File: src/rtl/mss_pkg.sv
// Package with shared types and constants of the multipath slot selector.
package mss_pkg;

    localparam int NumSlotsDefault = 64;

    typedef enum logic [1:0] {
        LB_ECMP     = 2'd0,
        LB_SPRAY    = 2'd1,
        LB_FLOWCELL = 2'd2,
        LB_ECMP_ONLY = 2'd3
    } lb_mode_t;

    typedef enum logic [2:0] {
        CFG_LB_MODE   = 3'd0,
        CFG_SEL_SPRAY = 3'd1,
        CFG_FULL_FAIL = 3'd2,
        CFG_FAT_TREE_K = 3'd3,
        CFG_ADDR_SHIFT = 3'd4,
        CFG_ADDR_MASK = 3'd5,
        CFG_MAX_SLOT  = 3'd6,
        CFG_VALID_MASK = 3'd7
    } cfg_index_t;

    typedef enum logic [3:0] {
        ST_IDLE,
        ST_HASH,
        ST_DIV1,
        ST_DIV2,
        ST_DIV3,
        ST_SEARCH,
        ST_OUT
    } state_t;

    // How the slot of the current item is found.
    typedef enum logic [1:0] {
        SEL_HASH   = 2'd0,
        SEL_SEARCH = 2'd1,
        SEL_DIRECT = 2'd2
    } sel_kind_t;

    // Start and done handshake of the shared divider.
    typedef struct packed {
        logic        start;
        logic [31:0] dividend;
        logic [7:0]  divisor;
    } div_req_t;

    typedef struct packed {
        logic        done;
        logic [31:0] quotient;
        logic [7:0]  remainder;
    } div_rsp_t;

endpackage

File: src/rtl/mss_divider.sv
// Restoring divider, one quotient bit per cycle, shared for all modulos.
module mss_divider (
    input  logic              aclk,
    input  logic              aresetn,
    input  mss_pkg::div_req_t req,
    output mss_pkg::div_rsp_t rsp
);
    import mss_pkg::*;

    logic        busy_reg, busy_next;
    logic [5:0]  cnt_reg, cnt_next;
    logic [31:0] quo_reg, quo_next;
    logic [8:0]  rem_reg, rem_next;
    logic [7:0]  dvs_reg, dvs_next;
    logic        done_reg, done_next;
    logic [8:0]  trial;

    always_ff @(posedge aclk) begin
        if (!aresetn) begin
            busy_reg <= 1'b0;
            done_reg <= 1'b0;
        end else begin
            busy_reg <= busy_next;
            done_reg <= done_next;
        end
        cnt_reg <= cnt_next;
        quo_reg <= quo_next;
        rem_reg <= rem_next;
        dvs_reg <= dvs_next;
    end

    always_comb begin
        busy_next = busy_reg;
        done_next = 1'b0;
        cnt_next  = cnt_reg;
        quo_next  = quo_reg;
        rem_next  = rem_reg;
        dvs_next  = dvs_reg;
        trial     = {rem_reg[7:0], quo_reg[31]};
        if (req.start) begin
            busy_next = 1'b1;
            cnt_next  = 6'd0;
            quo_next  = req.dividend;
            rem_next  = 9'd0;
            dvs_next  = req.divisor;
        end else if (busy_reg) begin
            // Shift the next dividend bit in and subtract where it fits.
            if (trial >= {1'b0, dvs_reg}) begin
                rem_next = trial - {1'b0, dvs_reg};
                quo_next = {quo_reg[30:0], 1'b1};
            end else begin
                rem_next = trial;
                quo_next = {quo_reg[30:0], 1'b0};
            end
            cnt_next = cnt_reg + 6'd1;
            if (cnt_reg == 6'd31) begin
                busy_next = 1'b0;
                done_next = 1'b1;
            end
        end
    end

    assign rsp.done      = done_reg;
    assign rsp.quotient  = quo_reg;
    assign rsp.remainder = rem_reg[7:0];

endmodule

File: src/rtl/multipath_slot_selector_unit.sv
// Top level of the multipath slot selector with its sequencer.
// Sequence: an accept step, the hash over the key bytes and a launch step (ECMP), one
// division through the shared divider (two in series at a fat-tree ToR), a search over up to
// NUM_SLOTS slots, then the result sits in the output register until taken.
// One item is handled at a time: a new one is accepted only in idle.
// Reset (aresetn low, synchronous) restores register defaults and clears the spray pointer.
module multipath_slot_selector_unit #(
    parameter int NUM_SLOTS = mss_pkg::NumSlotsDefault
) (
    input  logic         aclk,
    input  logic         aresetn,
    input  logic         cfg_we,
    input  logic [2:0]   cfg_index,
    input  logic [63:0]  cfg_data,
    input  logic         s_tvalid,
    output logic         s_tready,
    // src_addr, dst_addr, src_port, dst_port, flow_ident, hop_limit,
    // is_elephant, visited_tor, agg_choice_in, link_ident, failure_seen
    input  logic [159:0] s_tdata,
    output logic         m_tvalid,
    input  logic         m_tready,
    // chosen_slot, choice_valid, visited_tor_out, agg_choice_out
    output logic [15:0]  m_tdata
);
    import mss_pkg::*;

    localparam int SW = (NUM_SLOTS > 1) ? $clog2(NUM_SLOTS) : 1;
    localparam int CW = $clog2(NUM_SLOTS + 1);

    logic [1:0]  lb_mode_reg;
    logic        sel_spray_reg, full_fail_reg;
    logic [7:0]  ft_k_reg;
    logic [4:0]  addr_shift_reg;
    logic [31:0] addr_mask_reg;
    logic [5:0]  max_slot_reg;
    logic [63:0] valid_mask_reg;

    state_t state_reg, state_next;
    logic [SW-1:0] spray_ptr_reg, spray_ptr_next;
    logic [191:0] key_reg, key_next;
    logic [31:0] hash_reg, hash_next;
    logic [4:0]  bcnt_reg, bcnt_next;
    logic [SW-1:0] cur_reg, cur_next;
    logic [CW-1:0] left_reg, left_next;
    logic        vis_reg;
    logic [7:0]  agg_reg;
    logic        vis_out_reg, vis_out_next;
    logic [7:0]  agg_out_reg, agg_out_next;
    sel_kind_t   kind_reg, kind_next;
    logic [5:0]  slot_out_reg, slot_out_next;
    logic        cv_reg, cv_next;
    logic        upd_reg, upd_next;
    logic        div_phase_reg, div_phase_next;
    div_req_t    dreq;
    div_rsp_t    drsp;

    logic [CW-1:0] n_full;
    logic [7:0]    n8;
    logic [31:0]   srcs, dsts;
    logic [7:0]    byte_c;
    logic [SW-1:0] nxt_cur;

    always_comb begin
        n_full = CW'({1'b0, max_slot_reg} + 7'd1);
        if ({1'b0, max_slot_reg} + 7'd1 > 7'(NUM_SLOTS)) n_full = CW'(NUM_SLOTS);
    end
    assign n8 = 8'(n_full);
    assign byte_c = key_reg[7:0];
    assign nxt_cur = (CW'(cur_reg) + CW'(1) >= n_full) ? '0 : cur_reg + SW'(1);
    assign srcs = (s_tdata[31:0] >> addr_shift_reg) & addr_mask_reg;
    assign dsts = (s_tdata[63:32] >> addr_shift_reg) & addr_mask_reg;

    mss_divider u_div (.aclk(aclk), .aresetn(aresetn), .req(dreq), .rsp(drsp));

    always_ff @(posedge aclk) begin
        if (!aresetn) begin
            lb_mode_reg <= 2'd0; sel_spray_reg <= 1'b0; full_fail_reg <= 1'b0;
            ft_k_reg <= 8'd0; addr_shift_reg <= 5'd0; addr_mask_reg <= '1;
            max_slot_reg <= 6'd0; valid_mask_reg <= '0;
            state_reg <= ST_IDLE; spray_ptr_reg <= '0;
        end else begin
            state_reg <= state_next;
            spray_ptr_reg <= spray_ptr_next;
            if (cfg_we) begin
                unique case (cfg_index_t'(cfg_index))
                    CFG_LB_MODE:    lb_mode_reg <= cfg_data[1:0];
                    CFG_SEL_SPRAY:  sel_spray_reg <= cfg_data[0];
                    CFG_FULL_FAIL:  full_fail_reg <= cfg_data[0];
                    CFG_FAT_TREE_K: ft_k_reg <= cfg_data[7:0];
                    CFG_ADDR_SHIFT: addr_shift_reg <= cfg_data[4:0];
                    CFG_ADDR_MASK:  addr_mask_reg <= cfg_data[31:0];
                    CFG_MAX_SLOT:   max_slot_reg <= cfg_data[5:0];
                    CFG_VALID_MASK: valid_mask_reg <= cfg_data;
                    default: ;
                endcase
            end
        end
        key_reg <= key_next; hash_reg <= hash_next; bcnt_reg <= bcnt_next;
        cur_reg <= cur_next;
        left_reg <= left_next; vis_out_reg <= vis_out_next;
        agg_out_reg <= agg_out_next; kind_reg <= kind_next;
        slot_out_reg <= slot_out_next; cv_reg <= cv_next; upd_reg <= upd_next;
        div_phase_reg <= div_phase_next;
        if (s_tvalid && s_tready) begin
            vis_reg <= s_tdata[137];
            agg_reg <= s_tdata[145:138];
        end
    end

    always_comb begin
        state_next = state_reg; spray_ptr_next = spray_ptr_reg;
        key_next = key_reg; hash_next = hash_reg; bcnt_next = bcnt_reg;
        cur_next = cur_reg;
        left_next = left_reg; vis_out_next = vis_out_reg;
        agg_out_next = agg_out_reg; kind_next = kind_reg;
        slot_out_next = slot_out_reg; cv_next = cv_reg; upd_next = upd_reg;
        div_phase_next = div_phase_reg;
        dreq = '{start: 1'b0, dividend: hash_reg, divisor: n8};
        s_tready = (state_reg == ST_IDLE);
        m_tvalid = (state_reg == ST_OUT);
        unique case (state_reg)
            ST_IDLE: begin
                if (s_tvalid) begin
                    // Key words from low to high: sport, dport, src, dst, fid, ttl.
                    key_next = {24'd0, s_tdata[135:128], s_tdata[127:96], dsts, srcs,
                                16'd0, s_tdata[95:80], 16'd0, s_tdata[79:64]};
                    hash_next = 32'd0; bcnt_next = 5'd0;
                    vis_out_next = s_tdata[137]; agg_out_next = s_tdata[145:138];
                    cv_next = 1'b1; upd_next = 1'b0; kind_next = SEL_HASH;
                    if (lb_mode_reg == LB_ECMP || (lb_mode_reg != LB_SPRAY
                            && !s_tdata[136])) begin
                        state_next = ST_HASH;
                    end else if (lb_mode_reg == LB_SPRAY) begin
                        upd_next = 1'b1;
                        state_next = ST_DIV3;
                        dreq.start = 1'b1;
                        if (sel_spray_reg && s_tdata[152]) begin
                            kind_next = SEL_DIRECT;
                            dreq.dividend = 32'(s_tdata[151:146]);
                        end else begin
                            kind_next = SEL_SEARCH;
                            dreq.dividend = 32'(spray_ptr_reg);
                        end
                    end else if (lb_mode_reg == LB_FLOWCELL) begin
                        upd_next = 1'b1;
                        kind_next = full_fail_reg ? SEL_SEARCH : SEL_DIRECT;
                        state_next = ST_DIV3;
                        dreq.start = 1'b1;
                        dreq.dividend = 32'(s_tdata[151:146]);
                    end else begin
                        cv_next = 1'b0; slot_out_next = 6'd0;
                        state_next = ST_OUT;
                    end
                end
            end
            ST_HASH: begin
                hash_next = (hash_reg << 3) + hash_reg + {{24{byte_c[7]}}, byte_c};
                key_next = key_reg >> 8;
                bcnt_next = bcnt_reg + 5'd1;
                if (bcnt_reg == 5'd23) state_next = ST_DIV1;
            end
            ST_DIV1: begin
                // Launch hash mod n, hash mod k, or agg mod n.
                dreq.start = 1'b1;
                div_phase_next = 1'b0;
                if (ft_k_reg == 8'd0) begin
                    state_next = ST_DIV3;
                end else if (vis_reg) begin
                    vis_out_next = 1'b0;
                    dreq.dividend = 32'(agg_reg);
                    state_next = ST_DIV3;
                end else begin
                    dreq.divisor = ft_k_reg;
                    state_next = ST_DIV2;
                end
            end
            ST_DIV2: begin
                if (drsp.done) begin
                    dreq.start = 1'b1;
                    dreq.dividend = 32'(drsp.remainder);
                    vis_out_next = 1'b1;
                    div_phase_next = 1'b1;
                    state_next = ST_DIV3;
                end
            end
            ST_DIV3: begin
                if (drsp.done) begin
                    if (div_phase_reg) agg_out_next = drsp.quotient[7:0];
                    div_phase_next = 1'b0;
                    cur_next = SW'(drsp.remainder);
                    left_next = n_full;
                    if (kind_reg == SEL_DIRECT) begin
                        slot_out_next = 6'(drsp.remainder);
                        spray_ptr_next = SW'(drsp.remainder);
                        state_next = ST_OUT;
                    end else begin
                        state_next = ST_SEARCH;
                    end
                end
            end
            ST_SEARCH: begin
                // One slot examined per cycle; the last one is taken if none valid.
                if (valid_mask_reg[cur_reg] || left_reg == CW'(1)) begin
                    slot_out_next = 6'(cur_reg);
                    if (upd_reg) spray_ptr_next = nxt_cur;
                    state_next = ST_OUT;
                end else begin
                    cur_next = nxt_cur;
                    left_next = left_reg - CW'(1);
                end
            end
            ST_OUT: begin
                if (m_tready) state_next = ST_IDLE;
            end
            default: state_next = ST_IDLE;
        endcase
    end

    assign m_tdata = {agg_out_reg, vis_out_reg, cv_reg, slot_out_reg};

    a_no_overlap: assert property (@(posedge aclk) disable iff (!aresetn)
        !(s_tready && m_tvalid)) else $error("input and output both open");
    a_search_bound: assert property (@(posedge aclk) disable iff (!aresetn)
        state_reg == ST_SEARCH |-> left_reg != '0) else $error("search overran");
    a_ptr_range: assert property (@(posedge aclk) disable iff (!aresetn)
        {1'b0, spray_ptr_reg} < (SW+1)'(NUM_SLOTS)) else $error("pointer out of range");

endmodule
File: config.mk
export PLATFORM = sky130hd
export DESIGN_NAME = multipath_slot_selector_unit
export DESIGN_NICKNAME = d
export VERILOG_FILES = /design/src/rtl/mss_pkg.sv /design/src/rtl/mss_divider.sv /design/src/rtl/multipath_slot_selector_unit.sv
export SDC_FILE = /design/constraint.sdc
export NUM_CORES = 1
export LEC_CHECK = 0
export ABC_CLOCK_PERIOD_IN_PS = 5980
export BUFFER_PORTS_ARGS = -buffer_cell sky130_fd_sc_hd__buf_4
export CAP_MARGIN = 15
export CORE_MARGIN = 1
export CORE_UTILIZATION = 40
export DETAILED_ROUTE_END_ITERATION = 12
export GPL_TIMING_DRIVEN = 0
export PLACE_DENSITY = 0.57
export SYNTH_ARGS = -nofsm -noshare
export SYNTH_HDL_FRONTEND = slang
export SYNTH_SLANG_ARGS = --single-unit
File: constraint.sdc
create_clock -name aclk -period 5.98 [get_ports aclk]
set_input_delay 0.299 -clock aclk [delete_from_list [all_inputs] [get_ports aclk]]
set_output_delay 0.299 -clock aclk [all_outputs]
set_load 0.03 [all_outputs]
==> flow_summary_export.csv, run 1 <==
group,metric,value,unit
outcome,status,"finished with violations",
outcome,violations,"DRC",
power,p_sw,0.00569,W
global_route,antenna_found_initial,1,
place,place_congestion,0.899,
global_route,grt_max_degree,112,
floorplan,die_h,247,µm
place,numPlacedInstances,3506,
timing,fmax,254,MHz
timing,fin_crit_sh,65.9,%
routing,vias,20400,
power,p_total,0.0144,W
timing,hold_viol,0,
floorplan,core_area,59200,µm²
synthesis,syn_inst,2490,
setup_path,path_class,"register to register",
clocking,clockBufferDepth,3,
layout,utilization,50.3,%
setup_path,cp-start-kind,"register",
place,io_buffers,238,
layout,final_cell_mix,"659 x nand2_1, 287 x edfxtp_1, 247 x buf_4",
layout,final_cells,3726,
synthesis,synth_edf_count,287,
timing,rsz0062_at_grt,"false",
global_route,grt_first_pass_wirelength,117000,µm
layout,num-nets-final,3231,
layout,fin_area,29800,µm²
clocking,cts.reportedPaths.clkPinSlew,0.06,ns
timing,period_needed,3.94,ns
power,p_sw_share,39.4,%
floorplan,start_util,40.6,%
synthesis,yosysWarningCount,0,
routing,wl,75600,µm
clocking,cts_tree,"yes",
global_route,overflow,0,
synthesis,ys.flop_type,"edfxtp_1",
layout,largest_reg_flops,168,
power,clkPwrFrac,20.8,%
routing,dr.pass1.iters,12,
floorplan,die_w,247,µm
layout,drive_gt1_share,15.0,%
layout,area_growth,23.9,%
power,powerDensity,484,nW/µm²
timing,worst_slew_pin_slew,1.09,ns
job,cap_violations,0,
clocking,h-tree-depth,2,
clocking,numCtsBuffers,49,
floorplan,die_area,61100,µm²
routing,antenna_left,0,
routing,vias_per_cell,5.49,
setup_path,cp-end-kind,"register",
synthesis,async_flop_share,0,%
synthesis,synth_nets,2808,
layout,multi_input_area,11700,µm²
place,placedInstanceArea,26900,µm²
synthesis,synth_seq_cells,431,
power,p_leak,11.9,nW
setup_path,critPathRequiredTime,6.21,ns
routing,wl_per_cell,20.3,µm
floorplan,rows,89,
timing,setup_violations,0,
place,place_hpwl,56300,µm
setup_path,cp.arrival,4.17,ns
routing,drt_iter0_drc,1677,
layout,seqCellArea,11500,µm²
layout,final_common_cell,"nand2_1",
clocking,insertion_delay,0.60,ns
routing,post-route-drc-count,2,
setup_path,crit_fanout,111,
power,p_int,0.00874,W
timing,finClkSkew,0.0285,ns
power,p_seq_share,35.2,%
synthesis,netlist_area,24000,µm²
layout,n_fill_cell,5488,
clocking,cts-root-buf,"clkbuf_16",
timing,maxSlewHeadroom,27.2,%
power,power_frac_comb,44.1,%
timing,slew_violations,0,
power,ir_drop,0.000392,V
synthesis,post_synth_num_cell_types,87,
synthesis,synth_seq_area_share,47.8,%
synthesis,avgSynthCellArea,9.66,µm²
layout,num_antenna_cells,0,
floorplan,pin_count,250,
clocking,cts_sinks,431,
global_route,first_global_vias,20400,
worst_hold_path,hold_class,"input port to register",
global_route,grt_use_total,24.7,%
timing,worst_hold_slack,0.0296,ns
## worst paths after layout
kind                                        from               end  slack, ns  depth (start not counted)
worst min-delay path                 s_tdata[66]        key_reg[2]       0.03                          3
worst max-delay path                state_reg[0]      key_reg[130]       2.04                          8
worst min register to register  spray_ptr_reg[0]  spray_ptr_reg[0]       0.46                          2
worst max register to register      state_reg[0]      key_reg[130]       2.04                          8
## metrics by stage
| step | setup TNS, ns | setup WS (ns) |
|---|---|---|
| detailed placement | 0 | 2.03 |
| CTS | 0 | 2.01 |
| global placement | -107.02 | -0.537 |
| global route | 0 | 1.82 |
| floorplan | 0 | 1.61 |
| finish | 0 | 2.04 |
## what timing repair did
| action | in CTS | in global routing |
|---|---|---|
| hold buffers | 129 | 0 |
| buffers inserted | 0 | 0 |
| endpoints found under the hold margin | 163 | 0 |
| gates resized for setup | 0 | 0 |
| setup endpoints to repair | 0 | 0 |
## logic make-up after synthesis
| kind of cell | Yosys count | share of synthesized area (%) |
|---|---|---|
| AND/OR/NAND/NOR | 1082 | 19.6 |
| AO/OA/AOI/OAI | 465 | 12.6 |
| flip-flops | 431 | 47.8 |
| adder cells (fa/ha/maj) | 86 | 5.41 |
| multiplexers | 183 | 9.26 |
| XOR/XNOR | 47 | 1.71 |
| buffers and inverters | 196 | 3.55 |
## metal layers
layer / part of all wire, % / track usage, % / wire length [µm] / vias to the layer above
met1: 44 / 33.3 / 32900 / 9947
met4: 2.6 / 7.34 / 1950 / 2
met5: 0.016 / 0 / 12 / -
met3: 5.6 / 3.03 / 4270 / 124
met2: 48 / 41.5 / 36500 / 693
li1: - / - / - / 9672
## synthesized netlist by cell type, types with 10 or more instances
library cell,count,share of area [%]
a211oi_1,30,0.94
a21boi_0,74,2.3
a21o_1,14,0.44
a21oi_1,105,2.2
a22o_1,21,0.76
a31oi_1,11,0.29
and2_1,55,1.4
buf_1,11,0.17
buf_2,16,0.33
clkbuf_1,114,1.8
dfxtp_1,144,12
edfxtp_1,287,36
fa_1,30,2.5
ha_1,56,2.9
inv_1,36,0.56
mux2_2,36,1.7
mux2i_1,119,5.0
mux4_2,28,2.6
nand2_1,660,10
nand2b_1,14,0.36
nand3_1,94,2.0
nand3b_1,10,0.31
nand4_1,13,0.34
nor2_1,125,2.0
nor2b_1,35,0.91
nor3_1,25,0.52
o21ai_0,123,2.6
or3_1,10,0.26
xnor2_1,27,0.98
xor2_1,20,0.73
## power groups by stage
stage	clock, W	sequential (W)	combinational [W]
after global placement	0	0.00530	0.00599
after CTS	0.00305	0.00510	0.00632
final	0.00300	0.00507	0.00636
after floorplan	0	0.00505	0.00447
after global routing	0.00317	0.00518	0.00705
after detailed placement	0	0.00515	0.00620
## worst max-delay path, stage by stage (launching register included)
cell	delay (ns)
dfxtp_1	0.29
buf_2	0.15
inv_1	0.13
or3_1	0.23
clkbuf_8	0.22
clkbuf_1	0.82
clkbuf_1	0.59
nand2_8	0.53
buf_16	0.46
## layout make-up
class	count	share of cell area, %
Timing Repair Buffer	372	10.7
Buffer	157	2.37
Clock inverter	28	0.827
Clock buffer	63	4.53
Tap cell	773	3.25
Sequential cell	431	38.6
Inverter	39	0.491
Multi-Input combinational cell	1863	39.3
Note: power is estimated with default switching activity, not from simulation.
==> inputs of run 2 (changes only) <==
Settings changed: ABC_AREA set to 1, ABC_CLOCK_PERIOD_IN_PS 5980 to 4100, PLACE_DENSITY 0.57 to 0.55.
Clock period 5.98 ns to 4.1 ns, I/O delays scaled along.
==> run 2 against run 1 <==
  * The flow still finishes with violations (DRC)
  * Non-clock buffer count grew 27
  * Global-route usage grew 1.8 points
  * Combinational power grew 67%
  * Register-to-register slack lost 1.5 ns
  * Largest cell class is now sequential cells
  * Highest routed layer is now met4
==> flow_summary_export.csv, run 2 <==
group,metric,value,unit
floorplan,rows,89,
outcome,violations,"DRC",
layout,num_antenna_cells,0,
routing,antenna_left,0,
setup_path,critPathRequiredTime,4.37,ns
routing,vias,22300,
routing,post-route-drc-count,14,
synthesis,synth_top_area_share,36.0,%
setup_path,crit_top_cell,"buf_12",
clocking,h-tree-depth,2,
place,io_buffers,241,
clocking,insertion_delay,0.58,ns
power,powerDensity,741,nW/µm²
timing,hold_viol,0,
clocking,hold_buffers,148,
floorplan,start_util,40.5,%
floorplan,die_area,60900,µm²
setup_path,cp.arrival,3.83,ns
clocking,cts.reportedPaths.clkPinSlew,0.06,ns
clocking,cts_resized,0,
global_route,grt_use_total,26.5,%
timing,finClkSkew,0.0157,ns
global_route,first_global_vias,21800,
layout,largest_reg_flops,168,
routing,dr.pass1.iters,12,
setup_path,critical-path-top-delay-family,"buffers and inverters",
timing,period_needed,3.57,ns
timing,fmax,280,MHz
setup_path,cp-end-kind,"register",
timing,fin_crit_sh,87.0,%
place,placedInstanceArea,27000,µm²
routing,drt_iter0_drc,1596,
place,pre_cts_slack,0.466,ns
synthesis,synth_edf_count,287,
clocking,cts_tree,"yes",
synthesis,synth_nets,3309,
layout,area_growth,25.1,%
timing,worst_hold_slack,0.0371,ns
clocking,clockBufferDepth,3,
timing,worst_slew_pin_slew,0.968,ns
global_route,grt_max_degree,40,
setup_path,r2r_cells,12,
clocking,cts_sinks,431,
timing,rsz0062_at_grt,"false",
floorplan,core_area,59100,µm²
synthesis,syn_inst,2990,
global_route,antenna_found_initial,0,
clocking,cts_setup_buffers,0,
worst_hold_path,hold_class,"input port to register",
synthesis,avgSynthCellArea,8.02,µm²
clocking,cts-root-buf,"clkbuf_16",
setup_path,crit_fanout,30,
place,numPlacedInstances,4014,
floorplan,die_w,247,µm
timing,slew_violations,0,
timing,post-route-worst-setup-slack,0.533,ns
setup_path,slowest_stage,"clkbuf_1",
setup_path,path_class,"register to register",
floorplan,die_h,247,µm
timing,maxSlewHeadroom,35.5,%
timing,setup_violations,0,
setup_path,path_buf_inv,9,
floorplan,pin_count,250,
synthesis,post_synth_num_cell_types,62,
global_route,grt_first_pass_wirelength,124000,µm
synthesis,yosysWarningCount,0,
synthesis,async_flop_share,0,%
routing,wl_per_cell,19.1,µm
power,ir_drop,0.000406,V
place,place_hpwl,62300,µm
job,cap_violations,0,
synthesis,yosys.area.top_type,"edfxtp_1",
layout,utilization,50.7,%
routing,wl,81200,µm
layout,final_cells,4249,
setup_path,crit_cells,12,
synthesis,ys.flop_type,"edfxtp_1",
place,place_congestion,0.972,
outcome,status,"finished with violations",
setup_path,crit_path_cell_trace,"inv_2 > nor2_2 > inv_2 > nor2_4 > inv_2 > clkbuf_1 > clkbuf_1 > o21ai_4 > buf_12 > buf_12 > buf_12 > buf_12",
layout,final_common_cell,"nand2_1",
layout,drive_gt1_share,12.6,%
power,p_leak,12.9,nW
routing,vias_per_cell,5.25,
layout,num-nets-final,3759,
setup_path,cp-start-kind,"register",
layout,final_cell_mix,"852 x nand2_1, 319 x nor2_1, 317 x o21ai_0",
synthesis,ys_top_cells_by_count,"852 x nand2_1, 319 x nor2_1, 318 x o21ai_0",
synthesis,netlist_area,24000,µm²
synthesis,synth_seq_area_share,48.0,%
synthesis,post-synth-top-count-cell,"nand2_1",
setup_path,worst_path_largest_cell_delay,0.51,ns
synthesis,synth_seq_cells,431,
synthesis,synthTopCellsByArea,"edfxtp_1 36%, nand2_1 13%, dfxtp_1 12%, o21ai_0 6.6%, nor2_1 5.0%",
global_route,overflow,0,
clocking,numCtsBuffers,48,
layout,fin_area,30000,µm²
worst_hold_path,holdPathStages,5,
run 2: tightest hold or removal path: cells and delay by family:
| family | cells | cell delay [ns] |
|---|---|---|
| AOI/OAI and AO/OA | 1 | 0.06 |
| buffers and inverters | 2 | 0.17 |
| and+or+nand+nor | 2 | 0.13 |
run 2: stage by stage:
step | TNS, ns | power [W]
detailed placement | 0 | 0.0180
CTS | 0 | 0.0223
global route | 0 | 0.0239
global placement | -414.40 | 0.0177
finish | 0 | 0.0222
floorplan | -105.61 | 0.0146
run 2: area by class of cell:
cell class	instances	area (µm²)
plain buffers	156	712
clock buffers	70	1390
clock inverters	16	104
fillers	5679	29100
inverters	208	786
multi-input cells	2195	11000
flip-flops and latches	431	11500
well taps	773	967
repair buffers	400	3530
run 2: path summary, 6_finish.rpt:
path	start	end	slack [ns]
max	state_reg[0]	key_reg[165]	0.53
min	cfg_we	sel_spray_reg	0.04
max reg2reg	state_reg[0]	key_reg[165]	0.53
min reg2reg	addr_mask_reg[21]	addr_mask_reg[21]	0.46
run 2: cells by family after synthesis:
| group | share of synthesized area (%) |
|---|---|
| adder cells (fa/ha/maj) | 5.48 |
| buffers and inverters | 6.25 |
| AO/OA/AOI/OAI | 14.5 |
| multiplexers | 0.251 |
| AND/OR/NAND/NOR | 24.7 |
| flip-flops | 48.0 |
| XOR/XNOR | 0.767 |
run 2: report_power, final:
part,internal [W],switching [W]
Clock,0.00240,0.00175
Sequential,0.00674,0.000715
Combinational,0.00354,0.00707
run 2: layer usage:
| metal | wire length, µm | GRT usage (%) |
|---|---|---|
| met1 | 35100 | 33.9 |
| met2 | 39500 | 45.7 |
| met3 | 3920 | 3.62 |
| met4 | 2690 | 9.19 |
| met5 | 0 | 0 |
